[src/exifo_pkg.sv]
// ----------------------------------------------------------------------------
// EXIF orientation extractor package
// Shared types and constants for the TIFF header and first IFD parser.
// ----------------------------------------------------------------------------
package exifo_pkg;

   localparam int MAX_BLOB_BYTES_DEFAULT = 65536;

   localparam logic [7:0]  MARK_LITTLE    = 8'h49;
   localparam logic [7:0]  MARK_BIG       = 8'h4D;
   localparam logic [15:0] ORIENT_TAG     = 16'h0112;
   localparam logic [15:0] TYPE_SHORT     = 16'd3;
   localparam logic [31:0] COUNT_ONE      = 32'd1;
   localparam logic [31:0] MIN_IFD_OFFSET = 32'd8;
   localparam logic [15:0] ORIENT_NONE    = 16'd1;
   localparam logic [15:0] ORIENT_SWAP_LO = 16'd5;
   localparam logic [15:0] ORIENT_SWAP_HI = 16'd8;

   localparam int ENTRY_BYTES = 12;
   localparam int OFF_W       = $clog2(ENTRY_BYTES);
   localparam int NEED_W      = 34;

   localparam logic [OFF_W-1:0] OFF_TAG   = OFF_W'(1);
   localparam logic [OFF_W-1:0] OFF_TYPE  = OFF_W'(3);
   localparam logic [OFF_W-1:0] OFF_COUNT = OFF_W'(7);
   localparam logic [OFF_W-1:0] OFF_VALUE = OFF_W'(9);
   localparam logic [OFF_W-1:0] OFF_LAST  = OFF_W'(ENTRY_BYTES - 1);

   typedef enum logic [1:0] {
      ORDER_UNKNOWN = 2'd0,
      ORDER_LITTLE  = 2'd1,
      ORDER_BIG     = 2'd2
   } order_type;

   typedef enum logic [1:0] {
      ST_SEARCH   = 2'd0,
      ST_IN_ENTRY = 2'd1,
      ST_FOUND    = 2'd2,
      ST_FAILED   = 2'd3
   } status_type;

endpackage

[src/exif_orientation_extractor_unit.sv]
// ----------------------------------------------------------------------------
// EXIF orientation extractor
// Result: registered; it appears in the cycle after the transaction of the final byte.
// Throughput: one byte per cycle while the result register is free or drains in
// the same cycle; a result that waits for the receiver holds off every byte.
// Reset: synchronous; parser state returns to its start and after each final
// byte the parser restarts for the next blob.
// ----------------------------------------------------------------------------
module exif_orientation_extractor_unit #(
   parameter int MAX_BLOB_BYTES = exifo_pkg::MAX_BLOB_BYTES_DEFAULT
) (
   input  logic        clock,
   input  logic        reset,
   input  logic        req_valid,
   output logic        req_ready,
   input  logic [7:0]  req_data_byte,
   input  logic        req_is_final,
   output logic        rsp_valid,
   input  logic        rsp_ready,
   output logic [15:0] rsp_orientation,
   output logic        rsp_tag_found,
   output logic [1:0]  rsp_order_code,
   output logic        rsp_swaps_axes
);

   localparam int PW = $clog2(MAX_BLOB_BYTES + 1);
   localparam int OW = exifo_pkg::OFF_W;
   localparam int NW = exifo_pkg::NEED_W;

   logic [PW-1:0]         pos_ff, pos_in;
   logic [7:0]            first_byte_ff, first_byte_in;
   exifo_pkg::order_type  order_ff, order_in;
   logic [31:0]           ifd_ff, ifd_in;
   logic [15:0]           total_ff, total_in;
   logic [23:0]           shift_ff, shift_in;
   exifo_pkg::status_type status_ff, status_in;
   logic [15:0]           captured_ff, captured_in;
   logic                  table_ff, table_in;
   logic [OW-1:0]         off_ff, off_in;
   logic [15:0]           idx_ff, idx_in;
   logic [NW-1:0]         need_ff, need_in;

   logic                  rsp_valid_ff, rsp_valid_in;
   logic [15:0]           orient_ff, orient_in;
   logic                  found_ff, found_in;
   logic [1:0]            code_ff, code_in;
   logic                  swap_ff, swap_in;

   logic                  accept;
   logic [31:0]           window;
   logic [15:0]           val2;
   logic [31:0]           val4;
   exifo_pkg::order_type  code_sel;

   assign req_ready = !rsp_valid_ff || rsp_ready;
   assign accept    = req_valid && req_ready;
   assign window    = {shift_ff, req_data_byte};

   always_comb begin
      if (order_ff == exifo_pkg::ORDER_LITTLE) begin
         val2 = {window[7:0], window[15:8]};
         val4 = {window[7:0], window[15:8], window[23:16], window[31:24]};
      end else begin
         val2 = window[15:0];
         val4 = window;
      end
   end

   assign need_in = {2'b00, ifd_ff} + NW'(2)
                  + {{(NW-19){1'b0}}, total_ff, 3'b000}
                  + {{(NW-18){1'b0}}, total_ff, 2'b00};

   always_comb begin
      pos_in        = pos_ff;
      first_byte_in = first_byte_ff;
      order_in      = order_ff;
      ifd_in        = ifd_ff;
      total_in      = total_ff;
      shift_in      = shift_ff;
      status_in     = status_ff;
      captured_in   = captured_ff;
      table_in      = table_ff;
      off_in        = off_ff;
      idx_in        = idx_ff;
      rsp_valid_in  = rsp_valid_ff && !rsp_ready;
      orient_in     = orient_ff;
      found_in      = found_ff;
      code_in       = code_ff;
      swap_in       = swap_ff;
      code_sel      = exifo_pkg::ORDER_UNKNOWN;

      if (accept) begin
         if (pos_ff < PW'(MAX_BLOB_BYTES)) begin
            shift_in = window[23:0];
            pos_in   = pos_ff + PW'(1);
            priority if (pos_ff == PW'(0)) begin
               first_byte_in = req_data_byte;
            end else if (pos_ff == PW'(1)) begin
               if (first_byte_ff == req_data_byte &&
                   req_data_byte == exifo_pkg::MARK_LITTLE) begin
                  order_in = exifo_pkg::ORDER_LITTLE;
               end else if (first_byte_ff == req_data_byte &&
                            req_data_byte == exifo_pkg::MARK_BIG) begin
                  order_in = exifo_pkg::ORDER_BIG;
               end else begin
                  order_in  = exifo_pkg::ORDER_UNKNOWN;
                  status_in = exifo_pkg::ST_FAILED;
               end
            end else if (pos_ff == PW'(7)) begin
               ifd_in = val4;
               if (val4 < exifo_pkg::MIN_IFD_OFFSET) begin
                  status_in = exifo_pkg::ST_FAILED;
               end
            end else if (pos_ff > PW'(7) && status_ff != exifo_pkg::ST_FOUND &&
                         status_ff != exifo_pkg::ST_FAILED) begin
               if (!table_ff) begin
                  if ({{(33-PW){1'b0}}, pos_ff} == {1'b0, ifd_ff} + 33'd1) begin
                     total_in = val2;
                     table_in = 1'b1;
                     off_in   = '0;
                     idx_in   = '0;
                  end
               end else if (idx_ff < total_ff) begin
                  if (off_ff == exifo_pkg::OFF_LAST) begin
                     off_in = '0;
                     idx_in = idx_ff + 16'd1;
                  end else begin
                     off_in = off_ff + OW'(1);
                  end
                  priority if (off_ff == exifo_pkg::OFF_TAG) begin
                     if (val2 == exifo_pkg::ORIENT_TAG) begin
                        status_in = exifo_pkg::ST_IN_ENTRY;
                     end
                  end else if (status_ff == exifo_pkg::ST_IN_ENTRY) begin
                     priority if (off_ff == exifo_pkg::OFF_TYPE) begin
                        if (val2 != exifo_pkg::TYPE_SHORT) begin
                           status_in = exifo_pkg::ST_FAILED;
                        end
                     end else if (off_ff == exifo_pkg::OFF_COUNT) begin
                        if (val4 != exifo_pkg::COUNT_ONE) begin
                           status_in = exifo_pkg::ST_FAILED;
                        end
                     end else if (off_ff == exifo_pkg::OFF_VALUE) begin
                        captured_in = val2;
                        status_in   = exifo_pkg::ST_FOUND;
                     end else begin
                        status_in = status_ff;
                     end
                  end else begin
                     status_in = status_ff;
                  end
               end
            end else begin
               status_in = status_ff;
            end
         end

         if (req_is_final) begin
            code_sel = (pos_in >= PW'(8)) ? order_in : exifo_pkg::ORDER_UNKNOWN;
            found_in = code_sel != exifo_pkg::ORDER_UNKNOWN &&
                       status_in == exifo_pkg::ST_FOUND &&
                       {{(NW-PW){1'b0}}, pos_in} >= need_ff;
            orient_in    = found_in ? captured_in : exifo_pkg::ORIENT_NONE;
            code_in      = code_sel;
            swap_in      = orient_in >= exifo_pkg::ORIENT_SWAP_LO &&
                           orient_in <= exifo_pkg::ORIENT_SWAP_HI;
            rsp_valid_in = 1'b1;

            pos_in        = '0;
            first_byte_in = '0;
            order_in      = exifo_pkg::ORDER_UNKNOWN;
            ifd_in        = '0;
            total_in      = '0;
            shift_in      = '0;
            status_in     = exifo_pkg::ST_SEARCH;
            captured_in   = exifo_pkg::ORIENT_NONE;
            table_in      = 1'b0;
            off_in        = '0;
            idx_in        = '0;
         end
      end
   end

   always_ff @(posedge clock) begin
      if (reset) begin
         pos_ff        <= '0;
         first_byte_ff <= '0;
         order_ff      <= exifo_pkg::ORDER_UNKNOWN;
         ifd_ff        <= '0;
         total_ff      <= '0;
         shift_ff      <= '0;
         status_ff     <= exifo_pkg::ST_SEARCH;
         captured_ff   <= exifo_pkg::ORIENT_NONE;
         table_ff      <= 1'b0;
         off_ff        <= '0;
         idx_ff        <= '0;
         rsp_valid_ff  <= 1'b0;
      end else begin
         pos_ff        <= pos_in;
         first_byte_ff <= first_byte_in;
         order_ff      <= order_in;
         ifd_ff        <= ifd_in;
         total_ff      <= total_in;
         shift_ff      <= shift_in;
         status_ff     <= status_in;
         captured_ff   <= captured_in;
         table_ff      <= table_in;
         off_ff        <= off_in;
         idx_ff        <= idx_in;
         rsp_valid_ff  <= rsp_valid_in;
      end
   end

   always_ff @(posedge clock) begin
      need_ff   <= need_in;
      orient_ff <= orient_in;
      found_ff  <= found_in;
      code_ff   <= code_in;
      swap_ff   <= swap_in;
   end

   assign rsp_valid       = rsp_valid_ff;
   assign rsp_orientation = orient_ff;
   assign rsp_tag_found   = found_ff;
   assign rsp_order_code  = code_ff;
   assign rsp_swaps_axes  = swap_ff;

endmodule

[config.mk]
export PLATFORM = sky130hd
export DESIGN_NAME = exif_orientation_extractor_unit
export DESIGN_NICKNAME = d
export VERILOG_FILES = /design/src/exifo_pkg.sv /design/src/exif_orientation_extractor_unit.sv
export SDC_FILE = /design/constraint.sdc
export NUM_CORES = 1
export LEC_CHECK = 0
export BUFFER_PORTS_ARGS = -buffer_cell sky130_fd_sc_hd__buf_2
export CORE_UTILIZATION = 56
export CTS_CLUSTER_SIZE = 28
export DETAILED_ROUTE_END_ITERATION = 8
export PLACE_DENSITY = 0.77
export SLEW_MARGIN = 20
export SYNTH_ARGS = -nofsm -noshare
export SYNTH_HDL_FRONTEND = slang
export SYNTH_SLANG_ARGS = --single-unit
[constraint.sdc]
create_clock -name clock -period 4.9 [get_ports clock]
set_input_delay 0 -clock clock [delete_from_list [all_inputs] [get_ports clock]]
set_output_delay 0 -clock clock [all_outputs]
set_load 0.05 [all_outputs]
==> results of run 1 <==
==> flip-flops by register name, summed over array words and instances, names as in the netlist <==
name / cells
captured_ff: 16
rsp_tag_found: 1
rsp_orientation: 16
status_ff: 2
pos_ff: 17
idx_ff: 16
table_ff: 1
ifd_ff: 32
rsp_valid: 1
off_ff: 4
shift_ff: 24
need_ff: 33
rsp_order_code: 2
first_byte_ff: 8
rsp_swaps_axes: 1
total_ff: 16
order_ff: 2
==> power by group through the flow <==
stage               registers [mW]  clock network [mW]  logic [mW]
global route                  1.61                1.45       0.206
CTS                           1.61                1.39       0.190
floorplan                     1.66                   0       0.104
finish                        1.61                1.39       0.195
global placement              1.65                   0       0.181
detailed placement            1.65                   0       0.183
==> per-stage QoR <==
| stage | total power, mW | worst slack [ps] | std cells | area, sq um | util |
|---|---|---|---|---|---|
| after detailed placement | 1.83 | 801 | 1607 | 11600 | 0.591 |
| final | 3.19 | 718 | 1651 | 12300 | 0.626 |
| after floorplan | 1.77 | 1570 | 1373 | 11300 | - |
| after global placement | 1.83 | 1020 | 1607 | 11600 | 0.591 |
| after global routing | 3.27 | 340 | 1650 | 12300 | 0.626 |
| after CTS | 3.19 | 770 | 1650 | 12300 | 0.626 |
==> worst max-delay path: stages (launching register included) <==
cell       delay (ps)
dfxtp_1           530
nand3_1           190
nor3_1            540
nand2_1           150
xnor2_1           310
ha_1              240
or3_1             110
a21oi_1            50
or3_1             370
a2111oi_0         440
nand3_1           600
a211oi_1          440
==> how the worst max path moves through the flow <==
stage | endpoint | slack (ps)
after floorplan | need_ff[30] | 1570
after global placement | rsp_orientation[0] | 1020
after detailed placement | rsp_orientation[8] | 800
after CTS | rsp_orientation[8] | 770
after global routing | rsp_orientation[8] | 340
final | rsp_orientation[8] | 720
==> routing by layer <==
layer,up-vias,global-route usage,share of wire
li1,4900,-,-
met1,4921,0.450,0.43
met2,538,0.516,0.44
met3,85,0.0690,0.098
met4,6,0.132,0.031
met5,-,0,0.0010
==> placed cells by master (no fill, tap or decap), types with 24 or more instances in the layout <==
cell type | netlist | final
o21ai_0 | 24 | 24
and2_1 | 24 | 24
a21oi_1 | 130 | 130
inv_1 | 49 | 49
xnor2_1 | 53 | 53
buf_2 | 9 | 33
nor2_1 | 166 | 166
nor3_1 | 27 | 27
xor2_1 | 24 | 24
nand3_1 | 54 | 54
dfxtp_1 | 172 | 172
nand2_1 | 135 | 135
or3_1 | 29 | 29
nand4_1 | 31 | 31
ha_1 | 59 | 59
a22oi_1 | 60 | 60
==> logic make-up after synthesis <==
| group | after synthesis |
|---|---|
| multiplexers | 9 |
| adder cells (fa/ha/maj) | 75 |
| AO/OA/AOI/OAI | 311 |
| flip-flops | 192 |
| buffers and inverters | 133 |
| XOR/XNOR | 77 |
| AND/OR/NAND/NOR | 576 |
==> final cells by class <==
| type | count | area, sq um | area share |
|---|---|---|---|
| Multi-Input combinational cell | 1048 | 6700 | 0.546 |
| Sequential cell | 192 | 4040 | 0.330 |
| Clock buffer | 20 | 468 | 0.0382 |
| Timing Repair Buffer | 64 | 425 | 0.0347 |
| Tap cell | 265 | 332 | 0.0270 |
| Inverter | 49 | 184 | 0.0150 |
| Clock inverter | 12 | 108 | 0.00878 |
| Antenna cell | 1 | 2.50 | 0.000204 |
==> repair_timing <==
action / 4_1_cts / 5_1_grt
endpoints found under the setup margin: 0 / 0
endpoints found under the hold margin: 31 / 0
hold buffers: 11 / 0
gates resized for setup: 0 / 0
setup buffers: 0 / 0
==> metrics.txt, run 1 <==
register area share after synthesis 0.359; Slew HR 0.278; first-pass GRT wire length 52.2 mm; FF-to-FF End rsp_orientation[8]; CP Data Arrival Time 4420 ps; compound-cell area share of the yosys netlist 0.178; Leak 4.72 nW; most common cell in the synthesized netlist dfxtp_1; root buf cell clkbuf_16; Filler Cell Count 1725; TritonCTS clock tree done; max-capacitance violation count 0; flops & latches, synth 192; top cell type by total area after synthesis dfxtp_1; Max H-tree Level 4; Synth Area in Simple Gates 0.254; Worst Hold Endpoint order_ff[1]; WL final 33.3 mm; die width 144 microns; Clock power frac 0.434; xor/xnor cell area share of the yosys netlist 0.0598; Via density 6.33; Synthesized Nets 1461; Num CTS Buffers 17; initial antenna violation count 4; IO Port Bufs 34; maximum clock path buffer count 2; I/O pin total 35; number of flops mapped to enable cells by yosys 20; launch point of the worst reg-to-reg path pos_ff[4]; Sink Count 192; Vias 10500; hold depth 5; Hold Slack 152 ps; Critical Path RT 5140 ps; R2R setup slack 720 ps; DP HPWL 24.6 mm; critical path class flip-flop to flip-flop; Starting Density 0.575; Reg2Reg Depth 11; Synth warnings 0; antenna viol nets, final 0; Tot GR Track Use 0.333; sequential share of power 0.505; main combinational cell family by area after synthesis simple AND/OR/NAND/NOR gates; worst hold start req_valid; CTS clk-pin slew, worst paths 80 ps; status finished clean; final hold violations 0; drt drc 0; NetSw 0.829 mW; Slew @ Worst Pin 1080 ps; Critical Path Start pos_ff[4]; Cell Int Power 2.36 mW; switching share of power 0.260; Area Growth Syn to Fin 8.79%; FP Rows 51; multiplexer share of the synthesized area 0.00822; Top FF cell, synth dfxtp_1; Crit. End Element flip-flop; clk_skew 12.8 ps; Logic pwr share 0.061; Post-synth ARST share 0; DRT Pass-1 Iters 6; top cells by count, synth 172 x dfxtp_1, 166 x nor2_1, 135 x nand2_1; mapped cell area 11300 sq um; unrepaired setup endpoints after global routing false; Synth Area in Adders 0.0939; nets 1460; Startpoint Class flip-flop; number of global-route vias before repair 9654; Hold Path Class input pin to flip-flop; share of the synthesized area in the top cell type 0.306; main area contributors after synthesis dfxtp_1 31%, ha_1 6.6%, a21oi_1 5.8%; final worst-path cycle share 0.854; largest net degree at the start of global routing 84; GR Overflow Total 0; RD Place Congestion 0.977; TNS Setup 0 ps; Initial DRC Count 1040; Tmin final 4180 ps; worst vdd ir 230 uV; later-pin clock latency in the skew report 450 ps; Synth cell types 72; # setup viols final 0; Achievable Freq 239 MHz; Post-Syn Instances 1373; WL/cell 20.2 microns; Die ar. 20700 sq um; Slew Limit Fails 0; pwr/cell area 260 nW/um^2; core area 19600 sq um; die height 144 microns; Max Fanout on Critical Path 16; Mapped Avg Cell Area 8.21 sq um; share of layout cells above drive strength 1 0.0765
(Power assumes the default switching activity.)
==> run 2: changes to the inputs <==
==> constraint.sdc (replaced) <==
create_clock -name clock -period 4.9 [get_ports clock]
set_input_delay 0.98 -clock clock [delete_from_list [all_inputs] [get_ports clock]]
set_output_delay 0.98 -clock clock [all_outputs]
set_load 0.05 [all_outputs]
==> metrics.txt, run 2 (same netlist as run 1, synthesis figures left out) <==
overall power 3.20 mW (was 3.19 mW); Logic pwr share 0.058 (was 0.061); TNS Setup 0 ps (unchanged); Die ar. 20700 sq um (unchanged); DRT Pass-1 Iters 7 (was 6); nets 1451 (was 1460); DP HPWL 23.9 mm (was 24.6 mm); NetSw 0.865 mW (was 0.829 mW); Critical Path Start pos_ff[4] (unchanged); drt drc 0 (unchanged); Via density 6.25 (was 6.33); status finished clean (unchanged); Tmin final 4530 ps (was 4180 ps); CP max-delay cell nand3_1 (unchanged); Initial DRC Count 1192 (was 1040); Slew Limit Fails 0 (unchanged); Achievable Freq 221 MHz (was 239 MHz); Met1 Routed Length 14.0 mm (was 14.2 mm); # setup viols final 0 (unchanged); worst vdd ir 222 uV (was 230 uV); largest reg by FF count need_ff (unchanged); Non-Filler Instances 1643 (was 1651); worst slack at placement 452 ps (was 801 ps); final worst-path cycle share 0.925 (was 0.854); met2 wire length 14.5 mm (was 14.7 mm); Slew HR 0.206 (was 0.278); placed insts 1609 (was 1607); number of global-route vias before repair 9302 (was 9654); area occupied by multi-input gates 6700 sq um (unchanged); TritonCTS clock tree done (unchanged); launch point of the worst reg-to-reg path pos_ff[4] (unchanged); Critical Path Max Stage Delay 670 ps (was 600 ps); GR Overflow Total 0 (unchanged); IO Port Bufs 34 (unchanged); Clock power frac 0.439 (was 0.434); max-capacitance violation count 0 (unchanged); commonest non-fill, non-tap cell in the layout dfxtp_1 (unchanged); Post-Place Cell Area 11600 sq um (about the same); Post-CTS Setup Inserts 0 (unchanged); root buf cell clkbuf_16 (unchanged); Max H-tree Level 4 (unchanged); Crit. End Element flip-flop (unchanged); Post-CTS Hold Fix Bufs 0 (was 11); Tot GR Track Use 0.322 (was 0.333); unrepaired setup endpoints after global routing false (unchanged); biggest regs need_ff x33, ifd_ff x32, shift_ff x24 (unchanged); WL final 32.1 mm (was 33.3 mm); Cell Int Power 2.34 mW (was 2.36 mW); CTS clk-pin slew, worst paths 80 ps (about the same); final hold violations 0 (unchanged); post-CTS sizing 0 (unchanged); Storage cell area 4040 sq um (unchanged); design area 12200 sq um (was 12300 sq um); share of layout cells above drive strength 1 0.0792 (was 0.0765); initial antenna violation count 0 (was 4); sequential share of power 0.503 (was 0.505); die height 144 microns (unchanged); RD Place Congestion 1.01 (was 0.977); switching share of power 0.270 (was 0.260); WL/cell 19.5 microns (was 20.2 microns); die width 144 microns (unchanged); Area Growth Syn to Fin 8.29% (was 8.79%); Hold Slack 454 ps (was 152 ps); Max Fanout on Critical Path 16 (unchanged); critical path class flip-flop to flip-flop (unchanged); met3 WL 2.96 mm (was 3.26 mm); Filler Cell Count 1683 (was 1725); antenna viol nets, final 0 (unchanged); first-pass GRT wire length 51.0 mm (was 52.2 mm); Sink Count 192 (unchanged); maximum clock path buffer count 2 (unchanged); FP Rows 51 (unchanged); worst hold start ifd_ff[0] (was req_valid); Cell Chain, Critical Path nand3_1 > nor3_1 > nand2_1 > xnor2_1 > ha_1 > or3_1 > a21oi_1 > or3_1 > a2111oi_0 > nand3_1 > a211oi_1 (unchanged); clk_skew 13.2 ps (was 12.8 ps); Core Util, Final 0.623 (was 0.626); core area 19600 sq um (unchanged); Highest Signal Layer met4 (was met5); max FFs per register 33 (unchanged); later-pin clock latency in the skew report 440 ps (was 450 ps); largest net degree at the start of global routing 70 (was 84); Top delay family on crit path simple AND/OR/NAND/NOR gates (unchanged); Starting Density 0.575 (unchanged); Num CTS Buffers 17 (unchanged); Critical Path RT 5120 ps (was 5140 ps); Leak 4.69 nW (was 4.72 nW); Startpoint Class flip-flop (unchanged); I/O pin total 35 (unchanged); crit path buf inv count 0 (unchanged); Hold Path Class flip-flop to flip-flop (was input pin to flip-flop); Final WS setup 368 ps (was 718 ps); CP Data Arrival Time 4750 ps (was 4420 ps); pwr/cell area 262 nW/um^2 (was 260 nW/um^2); Vias 10300 (was 10500); Slew @ Worst Pin 1190 ps (was 1080 ps); most frequent cells in the layout 172 x dfxtp_1, 166 x nor2_1, 135 x nand2_1 (unchanged)
-- run 2: changes by cell type in the layout (fill, tap and decap cells not counted), sizes merged --
cell and change:
buf +2, clkbuf -3, clkinv +6, clkinvlp -1
diode +1, dlygate4sd3 -11, inv -2
-- run 2: cell type report --
class / instances / area share
diodes: 2 / 0.000410
clock buffers: 17 / 0.0349
clock inverters: 15 / 0.0153
inverters: 49 / 0.0151
multi-input cells: 1048 / 0.549
flip-flops and latches: 192 / 0.331
well taps: 265 / 0.0272
repair buffers: 55 / 0.0271
-- run 2: power groups by stage --
| stage | combinational (mW) | clock (mW) | sequential, mW |
|---|---|---|---|
| 2_1_floorplan | 0.104 | 0 | 1.66 |
| 3_3_place_gp | 0.181 | 0 | 1.65 |
| 3_5_place_dp | 0.182 | 0 | 1.65 |
| 4_1_cts | 0.182 | 1.42 | 1.61 |
| 5_1_grt | 0.198 | 1.49 | 1.61 |
| 6_report | 0.186 | 1.41 | 1.61 |
-- run 2: metal layers --
metal,up-vias,global-route usage
li1,4877,-
met3,65,0.0680
met1,4830,0.444
met2,498,0.504
met4,0,0.0963
met5,-,0
-- run 2: worst paths after layout --
path / depth (start not counted) / slack, ps / end
worst max-delay path: 11 / 370 / rsp_orientation[13]
worst min-delay path: 0 / 450 / need_ff[0]
worst max register to register: 11 / 370 / rsp_orientation[13]
worst min register to register: 0 / 450 / need_ff[0]
